===== src/hdl/v3a_sqrt.sv =====
// Pipelined magnitude root: even left shift to at least 2^60, then bitwise integer root.
// No package needed.
module v3a_sqrt (
	input  logic        clk,
	input  logic [63:0] m,
	output logic [31:0] root,
	output logic [4:0]  k
);

	localparam int NSTEP = 5;
	localparam int NIT   = 32;

	logic [63:0] mn_q [NSTEP];
	logic [4:0]  kn_q [NSTEP];
	logic [63:0] rn_q [NIT];
	logic [63:0] rr_q [NIT];
	logic [4:0]  rk_q [NIT];

	for (genvar j = 0; j < NSTEP; j++) begin : g_shift
		localparam int          STEP = 16 >> j;
		localparam logic [63:0] LIM  = 64'd1 << (62 - 2 * STEP);
		logic [63:0] src_m;
		logic [4:0]  src_k;
		if (j == 0) begin : g_first
			assign src_m = m;
			assign src_k = '0;
		end else begin : g_next
			assign src_m = mn_q[j-1];
			assign src_k = kn_q[j-1];
		end
		always_ff @(posedge clk) begin
			if (src_m < LIM) begin
				mn_q[j] <= src_m << (2 * STEP);
				kn_q[j] <= src_k | 5'(STEP);
			end else begin
				mn_q[j] <= src_m;
				kn_q[j] <= src_k;
			end
		end
	end

	for (genvar i = 0; i < NIT; i++) begin : g_root
		localparam logic [63:0] BIT = 64'd1 << (62 - 2 * i);
		logic [63:0] src_n, src_r, trial;
		logic [4:0]  src_k;
		if (i == 0) begin : g_first
			assign src_n = mn_q[NSTEP-1];
			assign src_r = '0;
			assign src_k = kn_q[NSTEP-1];
		end else begin : g_next
			assign src_n = rn_q[i-1];
			assign src_r = rr_q[i-1];
			assign src_k = rk_q[i-1];
		end
		assign trial = src_r + BIT;
		always_ff @(posedge clk) begin
			rk_q[i] <= src_k;
			if (src_n >= trial) begin
				rn_q[i] <= src_n - trial;
				rr_q[i] <= (src_r >> 1) + BIT;
			end else begin
				rn_q[i] <= src_n;
				rr_q[i] <= src_r >> 1;
			end
		end
	end

	assign root = rr_q[NIT-1][31:0];
	assign k    = rk_q[NIT-1];

endmodule


===== config.mk =====
export PLATFORM = sky130hd
export DESIGN_NAME = v3a_sqrt
export DESIGN_NICKNAME = d
export VERILOG_FILES = /design/src/hdl/v3a_sqrt.sv
export SDC_FILE = /design/constraint.sdc
export NUM_CORES = 2
export LEC_CHECK = 0
export BUFFER_PORTS_ARGS = -buffer_cell sky130_fd_sc_hd__buf_4
export CAP_MARGIN = 40
export CORE_MARGIN = 2
export CORE_UTILIZATION = 55
export CTS_CLUSTER_DIAMETER = 200
export DETAILED_ROUTE_END_ITERATION = 6
export GPL_ROUTABILITY_DRIVEN = 0
export PLACE_DENSITY = 0.74
export SYNTH_ARGS = -nofsm -noshare
export SYNTH_HDL_FRONTEND = slang
export SYNTH_MEMORY_MAX_BITS = 65536
export SYNTH_SLANG_ARGS = --single-unit

===== constraint.sdc =====
create_clock -name clk -period 3.6 [get_ports clk]
set_input_delay 0.54 -clock clk [delete_from_list [all_inputs] [get_ports clk]]
set_output_delay 0.54 -clock clk [all_outputs]
set_load 0.1 [all_outputs]

# Word-level counts from Yosys, hierarchy flattened
# Memories as Yosys holds them, arrays and structs flattened.
# Index checks and enable logic that the tools add are counted.
# totals
ff_bits	0
mem_count	5
ram_bits	4601
elab_cells	395
out_inout_bits	37
# classes
bitwise	74
magnitude_cmp	37
mux	185
addsub	94
# memory_table
memory	depth	word_bits	rd	rd_ports_with_merged_regs	wr	line	rtl
rn_q	32	64	31	0	32	15	logic [63:0] rn_q [NIT];
rr_q	32	64	32	0	32	16	logic [63:0] rr_q [NIT];
mn_q	5	64	5	0	5	13	logic [63:0] mn_q [NSTEP];
rk_q	32	5	32	0	32	17	logic [4:0] rk_q [NIT];
kn_q	5	5	5	0	5	14	logic [4:0] kn_q [NSTEP];
# ops
op	n
$mux 64	69
$ge 64x64->1	31
$sub 64x64->64	31
$mux 1	111
$or 1x1->1	74
$add 63x1->64 const B	1
$add 63x11->64 const B	1
$add 63x13->64 const B	1
$add 63x15->64 const B	1
$add 63x17->64 const B	1
$add 63x19->64 const B	1
$add 63x21->64 const B	1
$add 63x23->64 const B	1
$add 63x25->64 const B	1
$add 63x27->64 const B	1
$add 63x29->64 const B	1
$add 63x3->64 const B	1
$add 63x31->64 const B	1
$add 63x33->64 const B	1
$add 63x35->64 const B	1
$add 63x37->64 const B	1
$add 63x39->64 const B	1
$add 63x41->64 const B	1
$add 63x43->64 const B	1
51 further kinds	55

# Depth between registers and ports, before layout
# An unclocked memory read counts as a cell.
# logic_depth
word_depth	6
depth_mapped	15
depth_no_buf	12

# Worst setup path before layout
# Ideal clock, no wire load.
# synth_timing
path_kind	flip-flop to flip-flop
startpoint	memory rn_q[29][51] (netlist: rn_q[7][115])
endpoint	memory rn_q[30][9] (netlist: rn_q[7][137])
period_less_slack_ns	3.603
t_arrival_ns	3.482
setup_slack_ns	-0.003
setup_time_ns	0.121
stages_incl_launch_ff	12
path_buffers	2
path_cell_list	dfxtp_1 -> or4_4 -> or3_4 -> or3_4 -> or3_4 -> or4_1 -> or4_1 -> buf_6 -> nor2_4 -> buf_6 -> inv_4 -> mux2_4
# synth_rtl
element	line
start: declaration	15

==> summary.md <==
| Metric | Value |
|---|---|
| GRT Total Usage | `27.1%` |
| PD cells | `821 mW/mm^2` |
| Hold Startpoint | `m[31]` |
| CP max FO | `5` |
| DRC Markers | `0` |
| Post-synth EDFFs | `0` |
| # rows | `163` |
| Initial antenna violation count | `16` |
| Hold Path Sink | `mn_q[0][31]` |
| Post-synth cell types | `94` |
| Status | `finished with violations` |
| Final setup TNS | `-1460 ps` |
| Reg-to-reg critical path endpoint | `rn_q[7][188]` |
| Overall power | `103 mW` |
| Reg2reg start | `rn_q[7][115]` |
| Slew @ Worst Pin | `929 ps` |
| First-pass detailed-route iteration total | `6` |
| Critical path arrival | `4520 ps` |
| Peak supply drop | `0.684 mV` |
| Area contributors post-synth | `dfxtp_1 (55%), ha_1 (6.4%), xnor2_1 (3.6%)` |
| Clock Pin Slew Worst Setup and Hold Paths | `70 ps` |
| Slack of the critical path | `-135 ps` |
| Drt wl/cell | `20.0 um` |
| Die Ht | `449 um` |
| Die area | `0.202 mm^2` |
| Cell count of the worst reg-to-reg path | `10` |
| Initial Util | `55.3%` |
| Fin crit period | `3740 ps` |
| Post-Syn Nets | `11400` |
| Vias in the first global route | `80100` |
| Global-route wire length before repair | `434 mm` |
| Via count | `79700` |
| Top-area cell type share of the netlist area | `55.2%` |
| Critical path endpoint category | `flip-flop` |
| Top cells by count, synth | `dfxtp_1 (3007), nand2_1 (909), inv_1 (701), nor2_1 (651), a21oi_1 (617)` |
| H-tree depth | `5` |
| IO Pins | `102` |
| Hold Crit Class | `in2reg` |
| CTS Buffer Depth | `4` |
| Largest net degree at the start of global routing | `63` |
| Clock Latency Late Sink | `980 ps` |
| Slew Viols, Final | `0` |
| CTS tree | `yes` |
| Type of origin of the critical path | `flip-flop` |
| Clock tree root driver cell | `clkbuf_16` |
| WL final | `284 mm` |
| First DRT Iteration DRCs | `6076` |
| Synth Cell Area | `0.109 mm^2` |
| Final setup viols | `36` |
| Gr ovfl total | `0` |
| Worst Hold Depth | `2` |
| DRT antenna net count | `0` |
| Asr flop ratio synth | `0%` |
| Max-cap violations | `0` |
| Core Area | `0.197 mm^2` |
| Fmax | `268 MHz` |
| RSZ-0062 raised after global routing | `yes` |
| Period utilisation layout | `104%` |
| Hpwl dp | `212 mm` |
| CTS Sinks | `3007` |
| Final nets | `11900` |
| Most numerous cell in the Yosys netlist | `dfxtp_1` |
| Ys Warns | `0` |
| Primary FF master, synth | `dfxtp_1` |
| Worst Path Required | `4380 ps` |
| #FFs+latches synth | `3007` |
| P_leak | `57.2 nW` |
| Final hold violations | `0` |
| Sequential fraction of the synthesis area | `55.2%` |
| Clock skew | `82.2 ps` |
| Cts bufs inserted | `300` |
| Post-synthesis instance total | `10800` |
| Cell taking the most area after synthesis | `dfxtp_1` |
| Layout area overhead | `15.4%` |
| Critical path class | `reg2reg` |
| Die X | `449 um` |
| Share of layout cells above drive strength 1 | `10.2%` |
| R2R setup slack | `-140 ps` |
| Port Buf Inserts | `101` |
| Relative slew slack | `37.6%` |
| Failing checks | `setup timing` |
| Synth Area per Inst | `10.1 um^2` |
| Via/cell ratio | `5.63` |
report_power, final:
group	internal (mW)	total, mW	leakage [nW]	switching [mW]
sequential	40.4	47.4	25.2	7.05
combinational	11.0	24.9	27.3	13.9
clock	18.3	30.9	4.77	12.6
total	69.7	103	57.2	33.5
worst max-delay path by stage:
| stage | cells after the start | to | slack [ps] | startpoint |
|---|---|---|---|---|
| 2_1_floorplan | 11 | rn_q[7][137] | 70 | rn_q[7][115] |
| 3_3_place_gp | 12 | rn_q[4][244] | -660 | rr_q[1][170] |
| 3_5_place_dp | 12 | rn_q[6][42] | -620 | rr_q[1][487] |
| 4_1_cts | 10 | rn_q[7][148] | -4 | rn_q[7][115] |
| 5_1_grt | 10 | rn_q[7][188] | -200 | rn_q[7][115] |
| 6_report | 10 | rn_q[7][188] | -140 | rn_q[7][115] |
cell usage in the layout, fill, tap and decap left out, types with 351 or more instances in the layout:
master	n
o21ai_0	431
a21oi_1	614
buf_4	351
ha_1	554
inv_1	700
xor2_1	432
nand2_1	903
dfxtp_1	3006
xnor2_1	438
nor2_1	649
routing by layer:
layer  routed length, um  GRT usage (%)  vias up  share of wire, %
met5                  27              0        -            0.0095
met4               24800           20.7        4               8.8
met3               15100           4.49     1123               5.3
met2              141000           48.7     2822                50
met1              103000           28.2    37400                36
li1                    -              -    38400                 -
timing repair:
| action | in CTS | in global routing |
|---|---|---|
| hold buffers | 94 | 0 |
| setup buffers | 4 | 8 |
| endpoints found under the setup margin | 181 | 246 |
| endpoints found under the hold margin | 64 | 0 |
| cloned | 0 | 5 |
| resized for setup | 20 | 114 |
| pin swaps | 3 | 14 |
sequential cells by signal (all words and copies together) (netlist names):
signal	cells
rr_q	528
rn_q	1984
mn_q	320
kn_q	15
rk_q	160
logic make-up (layout without fill, tap and decap cells):
logic type | after synthesis | in the layout | synth area share (%)
AO/OA/AOI/OAI | 1925 | 1925 | 11.0
XOR/XNOR | 877 | 877 | 7.05
adder cells (fa/ha/maj) | 558 | 558 | 6.41
buffers and inverters | 953 | 1687 | 3.31
flip-flops | 3007 | 3007 | 55.2
multiplexers | 165 | 165 | 1.70
other | 0 | 9 | 0
AND/OR/NAND/NOR | 3277 | 3277 | 15.3
metrics by stage:
stage | instances | util (%) | area [um^2] | setup slack [ps] | hold WS (ps)
2_1_floorplan | 10800 | - | 109000 | 67.0 | 310
4_1_cts | 14100 | 63.5 | 125000 | -4.16 | 208
3_5_place_dp | 13500 | 58.0 | 114000 | -622 | 312
5_1_grt | 14100 | 63.8 | 126000 | -203 | 234
3_3_place_gp | 13500 | 58.0 | 114000 | -656 | 310
6_report | 14100 | 63.8 | 126000 | -135 | 260
worst max-delay path, cell delays in order, from the launching register on:
cell and delay [ps]:
dfxtp_2 320, or4_4 530, or3_4 340, or3_4 340
or3_4 340, or4_4 440, or4_4 460, buf_6 160
o21ai_1 330, a311oi_1 130, xor2_1 190
cell type report:
cell class	count	area, um^2
repair buffers	470	3980
diodes	9	22.5
inverters	709	2670
fillers	14900	71300
clock inverters	90	1150
well taps	2640	3300
flip-flops and latches	3007	60200
multi-input cells	6802	45800
clock buffers	418	8610
No activity file was read; power rests on OpenSTA's default activity.
