<file path="src/hdl/v3a_div.sv">
// Pipelined restoring divider, one quotient bit per stage: (mag << (32+k)) / root.
// No package needed.
module v3a_div (
	input  logic        clk,
	input  logic [31:0] mag,
	input  logic [4:0]  k,
	input  logic [31:0] root,
	output logic [32:0] q
);

	localparam int QB = 33;

	logic [91:0] num;
	logic [31:0] r0_q, d0_q;
	logic [32:0] nlo0_q;
	logic [31:0] r_q   [QB];
	logic [31:0] d_q   [QB];
	logic [32:0] nlo_q [QB];
	logic [32:0] qq_q  [QB];

	assign num = {60'd0, mag} << (7'd32 + 7'(k));

	always_ff @(posedge clk) begin
		r0_q   <= num[64:33];
		nlo0_q <= num[32:0];
		d0_q   <= root;
	end

	for (genvar i = 0; i < QB; i++) begin : g_step
		logic [31:0] src_r, src_d;
		logic [32:0] src_n, src_q, t;
		logic        ge;
		if (i == 0) begin : g_first
			assign src_r = r0_q;
			assign src_d = d0_q;
			assign src_n = nlo0_q;
			assign src_q = '0;
		end else begin : g_next
			assign src_r = r_q[i-1];
			assign src_d = d_q[i-1];
			assign src_n = nlo_q[i-1];
			assign src_q = qq_q[i-1];
		end
		assign t  = {src_r, src_n[QB-1-i]};
		assign ge = t >= {1'b0, src_d};
		always_ff @(posedge clk) begin
			r_q[i]   <= ge ? 32'(t - {1'b0, src_d}) : t[31:0];
			d_q[i]   <= src_d;
			nlo_q[i] <= src_n;
			qq_q[i]  <= {src_q[31:0], ge};
		end
	end

	assign q = qq_q[QB-1];

endmodule

</file>
<file path="config.mk">
export PLATFORM = sky130hd
export DESIGN_NAME = v3a_div
export DESIGN_NICKNAME = d
export VERILOG_FILES = /design/src/hdl/v3a_div.sv
export SDC_FILE = /design/constraint.sdc
export NUM_CORES = 2
export LEC_CHECK = 0
export BUFFER_PORTS_ARGS = -buffer_cell sky130_fd_sc_hd__buf_4
export CAP_MARGIN = 5
export CELL_PAD_IN_SITES_DETAIL_PLACEMENT = 0
export CELL_PAD_IN_SITES_GLOBAL_PLACEMENT = 1
export CORE_MARGIN = 8
export CORE_UTILIZATION = 54
export CTS_CLUSTER_SIZE = 12
export DETAILED_ROUTE_END_ITERATION = 10
export GPL_TIMING_DRIVEN = 0
export HOLD_SLACK_MARGIN = 0.15
export PLACE_DENSITY = 0.84
export SLEW_MARGIN = 10
export SYNTH_ARGS = -nofsm -noshare
export SYNTH_HDL_FRONTEND = slang
export SYNTH_MEMORY_MAX_BITS = 65536
export SYNTH_SLANG_ARGS = --single-unit
</file>
<file path="constraint.sdc">
create_clock -name clk -period 8.6 [get_ports clk]
set_input_delay 1.72 -clock clk [delete_from_list [all_inputs] [get_ports clk]]
set_output_delay 1.72 -clock clk [all_outputs]
set_load 0.02 [all_outputs]
</file>
Word-level counts from Yosys, hierarchy flattened
Memories as Yosys holds them, arrays and structs flattened.
Cells that the tools add are included.
- $add $sub $neg: 34
- muxes and demuxes: 33
- shifts and indexed selects: 1
- magnitude comparators: 33
- operators with widths (cell ; number):
    $ge 33x32->1 ; 33
    $mux 32 ; 33
    $sub 32x32->32 ; 33
    $shl 32x7->65 ; 1
    $add 6x5->7 const A ; 1
- RAM bits: 4290
- word-level logic and storage cells: 108
- memories kept: 4
- register bits after elaboration: 97
- memory list (name ; words ; width ; rd ports ; clocked after memory_dff ; write ports ; line ; source):
    nlo_q ; 33 ; 33 ; 32 ; 0 ; 33 ; 18 ; logic [32:0] nlo_q [QB];
    qq_q ; 33 ; 33 ; 33 ; 0 ; 33 ; 19 ; logic [32:0] qq_q [QB];
    d_q ; 33 ; 32 ; 32 ; 0 ; 33 ; 17 ; logic [31:0] d_q [QB];
    r_q ; 33 ; 32 ; 32 ; 0 ; 33 ; 16 ; logic [31:0] r_q [QB];

Longest topological paths before layout
An unclocked memory read counts as a cell.
- depth after elaboration: 3
- mapped depth: 16
- mapped depth without buffers: 14

Worst setup path before layout
Ideal clock, no wire load.
- kind: in2reg
- from: input port k[0]
- to: register r0_q[29], in the netlist g_step[0].src_r[29]
- buffers on the path: 3
- data arrival time: 3.530 ns
- slack: 4.937 ns
- stages on the path: 7
- required time: 8.467 ns
- setup time: 0.133 ns
- path through: clkbuf_1 buf_1 clkbuf_1 a21oi_1 mux4_2 nor2_1 a21oi_1
- longest elaborated chain between the ends: 2
- RTL lines (item ; line ; source):
    from (decl) ; 6 ; input logic [4:0] k,
    $add 6x5->7 ; 21 ; assign num = {60'd0, mag} << (7'd32 + 7'(k));
    $shl 32x7->65 ; 21 ;
    via num[62] ; 13 ; logic [91:0] num;
    to (signal assigned) ; 24 ; r0_q <= num[64:33];
    to (decl) ; 14 ; logic [31:0] r0_q, d0_q;
The timed path passes the listed nets, and every way through them passes these cells.

==> metrics.txt <==
outcome completed; critical-path cell list inv_1 > ha_1 > nor2b_1 > o21ai_0 > a21boi_0 > o31a_1 > o211ai_1 > a41oi_1 > o41a_1 > a31oi_1 > o21ai_1 > clkbuf_1 > clkbuf_1 > a21oi_1; Crit path arrival time 5.94 ns; H-tree depth 5; vias per inst between 5 and 6; #FFs+latches synth 2,674; drt drc 0; Worst-path clk slew about 0.060 ns; Fin Clk Skew about 0.075 ns; post-synth cell types slightly below 90; TritonRoute pass-1 iters 6; Hold Startpoint qq_q[6][34]; worst min path class reg2reg; most frequent cells in the layout dfxtp_1, inv_1, ha_1, a21oi_1, nand2_1; post_cts resized 0; Mapped Avg Cell Area 9.27 µm²; core area 222,000 µm²; layout cell share with drive strength beyond 1 0.0715; worst hold slack between 0.2 and 0.3 ns; Synth Flop Type dfxtp_1; slowest stage delay, CP 1.03 ns; cell count along the critical path 14; Sw Ratio 0.404; final setup margin around 3.4 ns; area grow syn2layout 11.3%; Max Freq 192 MHz; EDFF count, synth 0; drt wl/cell 20.0 µm; hold buffer count at cts 0; Clock Path Buffers 4; setup_tns 0 ns; # setup viols final 0; FF-to-FF Start d_q[0][449]; Detailed Place HPWL approximately 260,000 µm; Die Wd between 400 and 500 µm; crit path from d_q[0][449]; Final Cycle Share 0.605; critical path peak fanout 10; WP data required 9.34 ns; cell area after layout 134,000 µm²; via count 92,472; IO Count 103; CTS tree yes; clock sink count 2,674; clock share of power 0.197; post-synthesis instance total around 13,000; worst slack, placed 3.50 ns; fin nets roughly 15,000; Slew Viols, Final 0; largest net degree at the start of global routing 17; synthesized cell area between 100,000 and 150,000 µm²; Num CTS Buffers ~300; Routed WL 332,000 µm; fin util 0.605; Area after DPL approximately 130,000 µm²; Tightest Pin Transition 1.30 ns; vias in the first global route 91,846; critical path buffer and inverter count 3; Die Y 489 µm; num rows between 150 and 200; unrepaired setup endpoints after global routing false; Detailed Route Iter0 Violations between 5,000 and 6,000; Post-DRT Antenna Nets 0; syn_nets 14,188; initial antenna violation count 4; CP max stage cell o21ai_1; FF-to-FF path depth 14; Int Pwr 36.6 mW; Finished Layout Cells 16,569; Fill cells 19,223; Reg power frac 0.319; Final Hold Viols 0; Worst slew margin 0.125; cell area power density between 400 and 500 nW/µm²; commonest non-fill, non-tap cell in the layout dfxtp_1; YS warnings 0; CP endpoint kind flip-flop; Setup crit end r_q[0][504]; port bufs 100; CP top delay family compound AO/OA/AOI/OAI gates; Max Cap Viol 0; total die area 239,000 µm²; Tot GR Track Use 0.268; Synth async-reset ratio 0; r2r endpoint r_q[0][504]; Comb pwr share 0.484; worst skew pair latency about 0.94 ns; Setup Crit Path Kind reg2reg; GP Congestion 0.976; first-pass GRT wire length 512,000 µm; CTS root buf clkbuf_16; R2R setup slack 3.40 ns; P_leak 62.3 nW; minimum clock period 5.20 ns; Max IR drop VDD 0.000244 V; cell mode on critical path clkbuf_1; crit start category flip-flop; Switching Power about 25 mW; Seq/Total Area, Yosys 0.443; gr ovfl total 0; initial core utilization 0.543; Post-CTS Setup Bufs 0; Placed Cells incl. Taps 16,106; Final Power just over 60 mW
worst min path at each step:
| stage | end | slack, ns | cells past startpoint |
|---|---|---|---|
| floorplan | qq_q[0][34] | 0.31 | 0 |
| global placement | qq_q[15][46] | 0.31 | 0 |
| detailed placement | qq_q[10][10] | 0.31 | 0 |
| CTS | qq_q[6][6] | 0.26 | 0 |
| global route | qq_q[7][48] | 0.26 | 0 |
| finish | qq_q[7][2] | 0.27 | 0 |
layout make-up:
| cell class | count | area (µm²) | area share |
|---|---|---|---|
| clock buffers | 387 | 8320 | 0.0619 |
| multi-input cells | 8732 | 61100 | 0.454 |
| clock inverters | 65 | 865 | 0.00643 |
| well taps | 2975 | 3720 | 0.0277 |
| diodes | 11 | 27.5 | 0.000205 |
| plain buffers | 311 | 1210 | 0.00897 |
| flip-flops and latches | 2674 | 53500 | 0.398 |
| repair buffers | 100 | 751 | 0.00558 |
| inverters | 1314 | 4930 | 0.0367 |
synth_stat cells, types with 17 or more instances:
cell | number | area share
dfxtp_1 | 2674 | 0.44
inv_1 | 1312 | 0.041
ha_1 | 1055 | 0.11
a21oi_1 | 1033 | 0.043
nand2_1 | 1003 | 0.031
o21ai_0 | 988 | 0.041
nor2_1 | 685 | 0.021
a21o_1 | 554 | 0.034
xnor2_1 | 498 | 0.036
xor2_1 | 353 | 0.026
mux2_2 | 334 | 0.031
clkbuf_1 | 267 | 0.0083
nand3_1 | 205 | 0.0085
nor2b_1 | 175 | 0.0091
nand2b_1 | 171 | 0.0089
nand4_1 | 147 | 0.0076
o21a_1 | 140 | 0.0087
nor3_1 | 137 | 0.0057
a31oi_1 | 112 | 0.0058
o21bai_1 | 103 | 0.0064
and3_1 | 100 | 0.0052
a211oi_1 | 82 | 0.0051
o31ai_1 | 78 | 0.0048
and2_1 | 55 | 0.0028
nor4_1 | 46 | 0.0024
o211ai_1 | 42 | 0.0026
mux2i_1 | 41 | 0.0034
a21boi_0 | 40 | 0.0025
or2_2 | 40 | 0.0021
or3_1 | 37 | 0.0019
fa_1 | 32 | 0.0053
a2111oi_0 | 28 | 0.0020
a221oi_1 | 26 | 0.0019
a211o_1 | 25 | 0.0018
and4_1 | 25 | 0.0018
o31a_1 | 25 | 0.0018
o2111ai_1 | 23 | 0.0017
a31o_2 | 22 | 0.0016
buf_2 | 22 | 0.00091
a41oi_1 | 20 | 0.0015
buf_1 | 19 | 0.00059
o41ai_1 | 17 | 0.0012
layer usage:
metal,part of all wire,GRT usage,up-vias
met5,0,0,-
met1,0.41,0.313,43438
li1,-,-,45792
met3,0.045,0.0376,772
met4,0.049,0.121,0
met2,0.50,0.488,2470
sequential cells by signal (all words and copies together) (netlist names):
name / cells
r_q: 1024
d_q: 1024
qq_q: 561
g_step.src_r: 32
d0_q: 32
g_step.src_n: 1
power by group through the flow:
stage          clock network (mW)  registers [mW]  logic (mW)
2_1_floorplan                   0            18.4        22.2
3_5_place_dp                    0            19.8        29.3
4_1_cts                      12.4            19.6        29.6
5_1_grt                      12.9            19.9        33.0
6_report                     12.1            19.6        29.7
3_3_place_gp                    0            19.8        29.0
worst register-to-register path: stages (launching register included):
cell and delay [ns]:
dfxtp_1 0.44, inv_1 0.08, ha_1 0.29, nor2b_1 0.12, o21ai_0 0.12, a21boi_0 0.27
o31a_1 0.25, o211ai_1 0.21, a41oi_1 0.43, o41a_1 0.26, a31oi_1 0.16, o21ai_1 1.03
clkbuf_1 0.60, clkbuf_1 0.59, a21oi_1 0.19
kinds of logic (layout without fill, tap and decap cells):
family	Yosys count	count (layout)	share of synthesized area
buffers and inverters	1625	2177	0.0508
AOI/OAI and AO/OA	3516	3516	0.180
other	0	11	0
muxes	389	389	0.0370
adders and majority gates	1087	1087	0.115
and+or+nand+nor	2889	2889	0.113
DFF	2674	2674	0.443
xor gates and xnor gates	851	851	0.0617
Note: power is estimated with default switching activity, not from simulation.
