File: src/hdl/v3a_delay.sv
// Fixed-length register delay line.
// Standalone; no package needed.
module v3a_delay #(
	parameter int W = 8,
	parameter int N = 4
) (
	input  logic         clk,
	input  logic         arst_n,
	input  logic [W-1:0] din,
	output logic [W-1:0] dout
);

	logic [W-1:0] sr_q [N];

	always_ff @(posedge clk or negedge arst_n) begin
		if (!arst_n) begin
			for (int i = 0; i < N; i++) sr_q[i] <= '0;
		end else begin
			sr_q[0] <= din;
			for (int i = 1; i < N; i++) sr_q[i] <= sr_q[i-1];
		end
	end

	assign dout = sr_q[N-1];

endmodule

File: config.mk
export PLATFORM = sky130hd
export DESIGN_NAME = v3a_delay
export DESIGN_NICKNAME = d
export VERILOG_FILES = /design/src/hdl/v3a_delay.sv
export SDC_FILE = /design/constraint.sdc
export NUM_CORES = 1
export LEC_CHECK = 0
export ABC_AREA = 1
export BUFFER_PORTS_ARGS = -buffer_cell sky130_fd_sc_hd__buf_4
export CORE_UTILIZATION = 49
export CTS_BUF_LIST = sky130_fd_sc_hd__clkbuf_4 sky130_fd_sc_hd__clkbuf_8 sky130_fd_sc_hd__clkbuf_16
export DETAILED_ROUTE_END_ITERATION = 8
export PLACE_DENSITY = 0.73
export SYNTH_ARGS = -nofsm -noshare
export SYNTH_HDL_FRONTEND = slang
export SYNTH_SLANG_ARGS = --single-unit
File: constraint.sdc
create_clock -name clk -period 0.8 [get_ports clk]
set_clock_uncertainty 0.05 [all_clocks]
set_input_delay 0.12 -clock clk [delete_from_list [all_inputs] [get_ports clk]]
set_output_delay 0.12 -clock clk [all_outputs]
set_load 0.01 [all_outputs]
# [Word-level counts from Yosys, hierarchy flattened]
# Index checks and enable logic that the tools add are counted.
[totals] latchBits=0 regBits=32 output_inout_bits=8 romBits=0 in_bits=10 mem_bits_rw=0 mem_count=0 word_cells=4
[classes] eq_ne=0 div=0 order_cmp=0 addsub=0 muxes=0 mul=0 bitwise=0 n_reduce_logical=0 n_shift=0

# [Depth between registers and ports, before layout]
# Gate-level depths: netlist of run 1.
[depth] ltp_word=0 ltp_mapped=1

# [Least setup slack after synthesis of run 1]
# OpenSTA, ideal clock, no wires.
[synth_path] path_type="register -> output" startpoint="reg sr_q (netlist bit dout[0])" endpoint="out dout[0]" t_required_ps=630 arrival_time_ps=467 stages_incl_launch_ff=2 setup_slack_ps=163 cell_sequence="dfrtp_1 > buf_4"
[synth_lines] element="from (decl)" line_no="13" rtl="logic [W-1:0] sr_q [N];"
[synth_lines] element="to (decl)" line_no="10" rtl="output logic [W-1:0] dout"
# No word-level cell between the ends.

# [Worst setup path in the final report of run 1]
[layout_path] startpoint="reg sr_q (netlist bit dout[6])" endpoint="out dout[6]"
# No word-level cell between the ends.

==> results.md, run 1 <==
* Port Buf Inserts at 17
* Routed WL at between 800 and 900 µm
* Initial DRC count at 4
* Largest net degree at the start of global routing at 33
* Buffers & Inverters on Critical Path at 1
* Overall Global Routing Usage at 0.113
* Skew-Pair Late Insertion Delay at roughly 300 ps
* Initial antenna violation count at 0
* Worst rel slew slack at 0.757
* GRT met3 Usage at 0.0875
* Overflow after GRT at 0
* Leak at approximately 0.00054 µW
* Worst EP arrival at about 800 ps
* Clk sinks at 32
* Ys Warns at 0
* CP cell instances: buf_6
* Cts bufs inserted at 5
* Yosys top cell area share at 0.930
* Final number of setup-violating endpoints at 8
* Final critical path time including I/O delays and setup at between 900 and 1000 ps
* Fin nets at 75
* Gate Count Post-Synth at 40
* First-pass GRT wire length at approximately 1300 µm
* Asr flop ratio synth at 1.00
* Violated checks: setup timing
* Die Ht at approximately 44 µm
* Max clock buf depth at 2
* Root Driver: clkbuf_4
* Layout Cells excl Fill at a little over 80
* DRT Pass-1 Iters at 6
* Number of global-route vias before repair at approximately 330
* Dpl cells at 65
* Synth top cells by count: dfrtp_1, buf_4
* Max Cap Viol at 0
* Slowest CP cell: dfrtp_1
* Power density over the cells at around 2500 nW/µm²
* Final WS setup at -170 ps
* Worst setup SP type: flop
* Critical Path Max Stage Delay at between 300 and 400 ps
* Gate power share at 0.053
* Worst-path fanout max at 1
* Outcome: complete, but fails checks
* Syn nets at 50
* Min-delay worst type: in -> async
* Crit end category: primary output
* Unrepaired setup endpoints after global routing: yes
* Die Width at around 44 µm
* Core area at approximately 1600 µm²
* Most common cell in the netlist: dfrtp_1
* Synth cell types at 2
* VDD IR max at between 1500 and 2000 µV
* Clock Pin Slew Worst Setup and Hold Paths at ~80 ps
* Worst Tran Pin Value at around 360 ps
* Mapped Area at about 860 µm²
* Cell Int Power at about 2300 µW
* WL/cell at between 10 and 15 µm
* Global routing's busiest layer: met2
* Number of flops mapped to enable cells by yosys at 0
* CP delay by family, top: flip-flops
* Gpl congestion at ~0.56
* Clock power frac at 0.335
* Fin crit share at 1.21
* Footprint of the multi-input gates at 0 µm²
* Final ANT Viol Nets at 0
* Sequential area share after synthesis at 0.930
* IO Pins at 18
* Syn Area/Cell at around 22 µm²
* Via count at 346
* Slew Limit Fails at 0
* Final hold vios at 0
* Main synth FF type: dfrtp_1
* Number of remaining DRC errors at 0
* Layout area overhead at 31.8%
* Net Sw Frac at 0.185
* H-tree Lvls at 2
* Die area at 1930 µm²
* #MultiIn Comb at 0
* Fmax at between 1000 and 1500 MHz
* Met2 usage at 0.170
* Antenna diode count at 0
* Vias/cell at roughly 4.2
* Initial core utilization at 0.546
* Sw power at roughly 520 µW
* Fraction of layout instances using a drive strength above 1 at 0.379
* Fin util at 0.720
* Total chip power at ~2800 µW
* Sequential share of power at 0.612
* Setup_tns at -1330 ps
* Top area cells in the synthesized netlist: dfrtp_1, buf_4
* M1 GR Usage at 0.107
* Critical path class: reg -> out
* Yosys reg bits at 32
* Area leader, netlist: dfrtp_1
* Critical Path RT at 630 ps
* CTS tree: yes
* Row count at 14
area by class of cell:
cell class            instances  area, µm²
Timing Repair Buffer         26        248
Clock buffer                  8       66.3
Fill cell                    92        442
Tap cell                     16       20.0
Sequential cell              32        801
metrics by stage:
| stage | setup slack [ps] | hold slack, ps | cell area [µm²] |
|---|---|---|---|
| floorplan | 163 | -226 | 861 |
| detailed placement | 154 | 14.4 | 948 |
| CTS | -191 | 214 | 1130 |
| global placement | 160 | 6.95 | 948 |
| finish | -170 | 220 | 1130 |
| global route | -217 | 234 | 1130 |
state kept, by name, summed over array words and instances (netlist names):
name and count:
sr_q 24, dout 8
layer usage:
layer,vias to the layer above,share of wire
li1,161,-
met1,161,0.36
met2,20,0.53
met3,4,0.080
met4,0,0.030
met5,-,0
placed cells by master, fill, tap and decap left out:
cell,synthesis,routed
clkbuf_4,0,7
buf_6,0,8
clkbuf_8,0,1
dfrtp_1,32,32
dlygate4sd3_1,0,9
buf_4,8,9
what timing repair did:
item                                   CTS  global route
pin swaps                                0             0
hold buffers                             9             0
gates resized for setup                  8             0
setup endpoints to repair                8             8
buffers inserted                         0             0
endpoints found under the hold margin   40             0
cells by family (layout without fill, tap and decap cells):
family / after synthesis / in the layout / share of synthesized area
buf+inv: 8 / 34 / 0.0698
flops: 32 / 32 / 0.930
power groups by stage:
stage | logic, µW | clock network [µW] | registers [µW]
after detailed placement | 104 | 0 | 1750
after floorplan | 40.7 | 0 | 1740
after global routing | 162 | 1060 | 1730
after CTS | 150 | 989 | 1720
after global placement | 101 | 0 | 1740
final | 148 | 942 | 1720
path summary, 6_finish.rpt:
path | from | endpoint | slack, ps | cells after the start
worst max-delay path | dout[6]$_DFF_PN0_ | dout[6] | -170 | 1
worst min-delay path | arst_n | sr_q[24]$_DFF_PN0_ | 220 | 2
worst max register to register | sr_q[23]$_DFF_PN0_ | sr_q[15]$_DFF_PN0_ | 260 | 0
worst min register to register | sr_q[18]$_DFF_PN0_ | sr_q[10]$_DFF_PN0_ | 300 | 0
max in group asynchronous | arst_n | sr_q[27]$_DFF_PN0_ | 210 | 2
min in group clk | sr_q[18]$_DFF_PN0_ | sr_q[10]$_DFF_PN0_ | 300 | 0
(Power assumes the default switching activity.)
==> run 2: changes to the inputs <==
--- a/config.mk
+++ b/config.mk
@@ -8,7 +8,6 @@
 export ABC_AREA = 1
 export BUFFER_PORTS_ARGS = -buffer_cell sky130_fd_sc_hd__buf_4
 export CORE_UTILIZATION = 49
-export CTS_BUF_LIST = sky130_fd_sc_hd__clkbuf_4 sky130_fd_sc_hd__clkbuf_8 sky130_fd_sc_hd__clkbuf_16
 export DETAILED_ROUTE_END_ITERATION = 8
 export PLACE_DENSITY = 0.73
 export SYNTH_ARGS = -nofsm -noshare
==> run 2 against run 1 <==
The run still ends with setup timing left. Worst hold slack better by 1.9 ps. Global-route usage is 0.46 points higher. Critical path depth stayed put. Worst setup slack better by 2.3 ps. Register-to-register slack hardly changed. Clock power is 7.0% lower. First-iteration DRC count is 25% lower. Die area stayed put. Power is 2.4% lower. Via count is 0.87% lower. Non-clock buffer count stayed put. Sequential power hardly changed. Critical path type unchanged. Largest cell class unchanged.
==> results.md, run 2 (synthesis gave the netlist of run 1 again) <==
* Max FFs per register at 24 (unchanged)
* Worst setup SP type: flop
* Setup_tns at -1320 ps (+11.0 ps)
* Worst-path fanout max at 1 (unchanged)
* Overflow after GRT at 0 (unchanged)
* Routed WL at 841 µm (+1.3%)
* Final ANT Viol Nets at 0 (unchanged)
* Power density over the cells at 2430 nW/µm² (-1.7%)
* Fin nets at 75 (unchanged)
* Worst rel slew slack at 0.756 (-0.00156)
* First-pass GRT wire length at 1400 µm (+4.1%)
* Root Driver: clkbuf_4
* #MultiIn Comb at 0 (unchanged)
* Skew-Pair Late Insertion Delay at 300 ps (about the same)
* IO Pins at 18 (unchanged)
* Cell Int Power at 2220 µW (-3.0%)
* Highest routed layer: met4
* Worst Tran Pin Value at 366 ps (+2.34 ps)
* Via count at 343 (-0.87%)
* Number of remaining DRC errors at 0 (unchanged)
* Metal3 WL at 66 µm (unchanged)
* Max Cap Viol at 0 (unchanged)
* R2R depth at 0 (unchanged)
* Worst r2r src: sr_q[23]$_DFF_PN0_
* Final WS setup at -168 ps (+2.34 ps)
* Max clock buf depth at 2 (unchanged)
* Critical path class: reg -> out
* WL met2 at 460 µm (+4.8%)
* Largest net degree at the start of global routing at 33 (unchanged)
* Port Buf Inserts at 17 (unchanged)
* Buffers & Inverters on Critical Path at 1 (unchanged)
* Clk sinks at 32 (unchanged)
* Violated checks: setup timing
* Final number of setup-violating endpoints at 8 (unchanged)
* Worst setup path startpoint: dout[2]$_DFF_PN0_
* R2R setup slack at 260 ps (about the same)
* Met1 WL at 301 µm (+1.0%)
* Final critical path time including I/O delays and setup at 968 ps (-2.34 ps)
* Footprint of the multi-input gates at 0 µm² (unchanged)
* CP delay by family, top: flip-flops
* Fraction of layout instances using a drive strength above 1 at 0.348 (-0.0303)
* Gpl congestion at 0.564 (unchanged)
* Sw power at 521 µW (+0.32%)
* Final hold vios at 0 (unchanged)
* Initial DRC count at 3 (-1)
* Die Width at 43.9 µm (unchanged)
* Top reg by flops: sr_q
* Fin crit share at 1.21 (-0.00292)
* Vias/cell at 4.18 (-0.87%)
* Cts bufs inserted at 5 (unchanged)
* Critical R2R Capture: sr_q[15]$_DFF_PN0_
* Leak at 0.000535 µW (-1.3%)
* VDD IR max at 1690 µV (-0.31%)
* Slew Limit Fails at 0 (unchanged)
* Most frequent cells in the layout: dfrtp_1, dlygate4sd3_1, buf_4
* Min-delay worst type: in -> async
* Fin util at 0.715 (-0.00476)
* Unrepaired setup endpoints after global routing: yes
* Antenna diode count at 0 (unchanged)
* H-tree Lvls at 2 (unchanged)
* Overall Global Routing Usage at 0.118 (+0.00461)
* Slowest CP cell: dfrtp_1
* Commonest non-fill, non-tap cell in the layout: dfrtp_1
* Filler cells at 94 (+2.2%)
* Die area at 1930 µm² (unchanged)
* Initial core utilization at 0.546 (unchanged)
* Critical Path Max Stage Delay at 380 ps (about the same)
* Core area at 1580 µm² (unchanged)
* Clock power frac at 0.319 (-0.016)
* Row count at 14 (unchanged)
* Number of global-route vias before repair at 352 (+5.7%)
* Critical Path RT at 630 ps (about the same)
* Pre-CTS setup slack at 154 ps (unchanged)
* Initial antenna violation count at 0 (unchanged)
* DRT Pass-1 Iters at 6 (unchanged)
* Gate power share at 0.054 (about the same)
* Post-CTS Setup Bufs at 0 (unchanged)
* Sequential share of power at 0.627 (+0.015)
* Worst EP arrival at 800 ps (about the same)
* WL/cell at 10.3 µm (+1.3%)
* Crit end category: primary output
* Net Sw Frac at 0.190 (+0.00505)
* Fmax at 1030 MHz (+0.24%)
* Die Ht at 43.9 µm (unchanged)
* CP cell instances: buf_6
* CTS tree: yes
* Clock Pin Slew Worst Setup and Hold Paths at 80 ps (about the same)
* Outcome: complete, but fails checks
* Layout area overhead at 31.0%
==> run 2: cell counts in the layout (fill, tap and decap cells not counted) <==
No cell type changed its count.
==> run 2: area by class of cell <==
class                 instances  area (µm²)  area share
Sequential cell              32         801       0.710
Tap cell                     16        20.0      0.0178
Clock buffer                  8        58.8      0.0522
Timing Repair Buffer         26         248       0.220
==> run 2: worst max path at each step <==
stage | end | slack (ps) | depth (start not counted)
4_1_cts | dout[6] | -190 | 1
3_5_place_dp | dout[6] | 150 | 1
3_3_place_gp | dout[7] | 160 | 1
2_1_floorplan | dout[0] | 160 | 1
6_report | dout[2] | -170 | 1
5_1_grt | dout[3] | -220 | 1
==> run 2: stage by stage <==
| step | power, µW | std cells | instance area, µm² | hold WS (ps) |
|---|---|---|---|---|
| global placement | 1840 | 65 | 948 | 6.95 |
| detailed placement | 1850 | 65 | 948 | 14.4 |
| CTS | 2790 | 82 | 1130 | 215 |
| global route | 2890 | 82 | 1130 | 235 |
| floorplan | 1780 | 40 | 861 | -226 |
| finish | 2740 | 82 | 1130 | 222 |
==> run 2: per-layer routing <==
layer  GRT usage  vias up
met2       0.176       21
met3      0.0875        2
li1            -      162
met5           0        -
met1       0.116      158
met4      0.0727        0
==> run 2: repair_timing <==
item                                   4_1_cts  5_1_grt
gates cloned                                 0        0
hold buffers                                 9        0
endpoints found under the hold margin       40        0
setup endpoints to repair                    8        8
gates resized for setup                      8        0
==> run 2: power by group through the flow <==
stage / Clock (µW) / Combinational [µW] / Sequential [µW]
after detailed placement: 0 / 104 / 1750
after global routing: 995 / 162 / 1730
after CTS: 915 / 150 / 1720
final: 876 / 149 / 1720
after floorplan: 0 / 40.7 / 1740
after global placement: 0 / 101 / 1740
==> run 3: changes to the inputs <==
--- a/config.mk
+++ b/config.mk
@@ -10,6 +10,7 @@
 export CORE_UTILIZATION = 49
 export DETAILED_ROUTE_END_ITERATION = 8
 export PLACE_DENSITY = 0.73
+export SETUP_SLACK_MARGIN = 0.1
 export SYNTH_ARGS = -nofsm -noshare
 export SYNTH_HDL_FRONTEND = slang
 export SYNTH_SLANG_ARGS = --single-unit
==> constraint.sdc (replaced) <==
create_clock -name clk -period 0.8 [get_ports clk]
set_clock_uncertainty 0.05 [all_clocks]
set_input_delay 0.24 -clock clk [delete_from_list [all_inputs] [get_ports clk]]
set_output_delay 0.24 -clock clk [all_outputs]
set_load 0.01 [all_outputs]
==> run 3 against run 2 <==
Worst hold slack lost 430 ps. Core utilization shrank 3.4 points. Worst setup slack lost 120 ps. Sequential share of layout area grew 3.6 points. Critical path depth is the same. The run ends with hold timing, setup timing left. Design area shrank 4.8%. Critical path type unchanged. Sequential cell count is the same. Sequential power is essentially flat. Cell count shrank 11%. Largest cell class unchanged. Combinational power shrank 24%. Global-route usage shrank 0.86 points. Via count shrank 7.6%.
==> results.md, run 3 (synthesis gave the netlist of run 1 again) <==
* Violated checks: hold timing, setup timing
* Initial DRC count at 2 (-1)
* Hold Slack at -208 ps (-430 ps)
* R2R setup slack at 270 ps (about the same)
* Core area at 1580 µm² (unchanged)
* Dpl cells at 65 (unchanged)
* Final number of setup-violating endpoints at 8 (unchanged)
* Outcome: complete, but fails checks
* Vias/cell at 4.34 (+3.8%)
* DRT Pass-1 Iters at 5 (-1)
* Footprint of the multi-input gates at 0 µm² (unchanged)
* Gpl congestion at 0.564 (about the same)
* Final ANT Viol Nets at 0 (unchanged)
* Layout area overhead at 24.7%
* Reg area at 801 µm² (unchanged)
* Clk sinks at 32 (unchanged)
* Critical R2R Capture: sr_q[18]$_DFF_PN0_
* Max Cap Viol at 0 (unchanged)
* Worst-path fanout max at 1 (unchanged)
* Layout Cells excl Fill at 73 (-11%)
* First-pass GRT wire length at 1240 µm (-11%)
* Cts bufs inserted at 5 (unchanged)
* Overflow after GRT at 0 (unchanged)
* Initial core utilization at 0.546 (unchanged)
* Clock Pin Slew Worst Setup and Hold Paths at 90 ps (about the same)
* Worst r2r src: sr_q[26]$_DFF_PN0_
* Largest net degree at the start of global routing at 33 (unchanged)
* Die Width at 43.9 µm (unchanged)
* Skew-Pair Late Insertion Delay at 310 ps (about the same)
* Max FFs per register at 24 (unchanged)
* Row count at 14 (unchanged)
* Initial antenna violation count at 0 (unchanged)
* Min-delay worst type: in -> async
* CP cell instances: buf_6
* WL/cell at 9.48 µm (-7.6%)
* Max clock buf depth at 2 (unchanged)
* Critical Path Max Stage Delay at 380 ps (about the same)
* Fraction of layout instances using a drive strength above 1 at 0.439 (+0.0901)
* Root Driver: clkbuf_4
* Slew Limit Fails at 0 (unchanged)
* Leak at 0.000516 µW (-3.5%)
* Worst setup SP type: flop
* Critical path class: reg -> out
* Most frequent cells in the layout: dfrtp_1, buf_4, buf_6
* Fmax at 916 MHz (-11%)
* Worst rel slew slack at 0.750 (-0.00563)
* Buffers & Inverters on Critical Path at 1 (unchanged)
* Power density over the cells at 2910 nW/µm² (+20%)
* CTS tree: yes
* Final hold vios at 40 (+40)
* Number of remaining DRC errors at 0 (unchanged)
* Number of global-route vias before repair at 314 (-11%)
* Port Buf Inserts at 17 (unchanged)
* Final WS setup at -292 ps (-124 ps)
* Via count at 317 (-7.6%)
* Worst EP arrival at 800 ps (about the same)
* Slowest CP cell: dfrtp_1
* Pre-CTS setup slack at 32.1 ps (-122 ps)
* Overall Global Routing Usage at 0.109 (-0.00861)
* VDD IR max at 2120 µV (+25%)
* Fin crit share at 1.37 (+0.155)
* Die Ht at 43.9 µm (unchanged)
* H-tree Lvls at 2 (unchanged)
* Critical Path RT at 510 ps (-120 ps)
* Die area at 1930 µm² (unchanged)
* Fin nets at 66 (-12%)
* CP delay by family, top: flip-flops
* Top reg by flops: sr_q
* R2R depth at 0 (unchanged)
* Unrepaired setup endpoints after global routing: yes
* Worst Tran Pin Value at 375 ps (+8.45 ps)
* Filler cells at 92 (-2.1%)
* #MultiIn Comb at 0 (unchanged)
* Commonest non-fill, non-tap cell in the layout: dfrtp_1
* IO Pins at 18 (unchanged)
* Antenna diode count at 0 (unchanged)
* Crit end category: primary output
* Final critical path time including I/O delays and setup at 1090 ps (+124 ps)
* Routed WL at 692 µm (-18%)
-- run 3: power by group --
part	total (µW)	internal, µW	switching (µW)
Clock	1290	830	462
Combinational	113	64.3	48.8
Sequential	1720	1700	22.5
Total	3120	2590	533
-- run 3: final cells by class --
cell class              count  share of cell area
clock buffers               7              0.0606
repair buffers             17               0.147
clock inverters             1              0.0280
well taps                  16              0.0186
flip-flops and latches     32               0.746
-- run 3: repair_timing --
| item | CTS | global route |
|---|---|---|
| buffers inserted | 0 | 0 |
| endpoints found under the hold margin | 40 | 40 |
| endpoints found under the setup margin | 8 | 8 |
| gates resized for setup | 8 | 0 |
-- run 3: worst max-delay path by stage --
| stage | start | to | slack [ps] | cells past startpoint |
|---|---|---|---|---|
| 2_1_floorplan | dout[0]$_DFF_PN0_ | dout[0] | 50 | 1 |
| 3_3_place_gp | dout[6]$_DFF_PN0_ | dout[6] | 40 | 1 |
| 3_5_place_dp | dout[2]$_DFF_PN0_ | dout[2] | 30 | 1 |
| 4_1_cts | dout[7]$_DFF_PN0_ | dout[7] | -320 | 1 |
| 5_1_grt | dout[4]$_DFF_PN0_ | dout[4] | -350 | 1 |
| 6_report | dout[2]$_DFF_PN0_ | dout[2] | -290 | 1 |
-- run 3: metrics by stage --
step                      total power, µW  setup TNS [ps]  utilization  instance area (µm²)
after global placement               1840               0        0.602                  948
after floorplan                      1800               0            -                  891
final                                3120           -2310        0.681                 1070
after global routing                 3280           -2780        0.681                 1070
after detailed placement             1850               0        0.602                  948
after CTS                            3180           -2510        0.681                 1070
-- run 3: layer usage --
| metal | vias up | GRT usage | share of wire |
|---|---|---|---|
| li1 | 145 | - | - |
| met1 | 151 | 0.112 | 0.42 |
| met2 | 19 | 0.134 | 0.47 |
| met3 | 2 | 0.0750 | 0.097 |
| met4 | 0 | 0.127 | 0.017 |
| met5 | - | 0 | 0 |
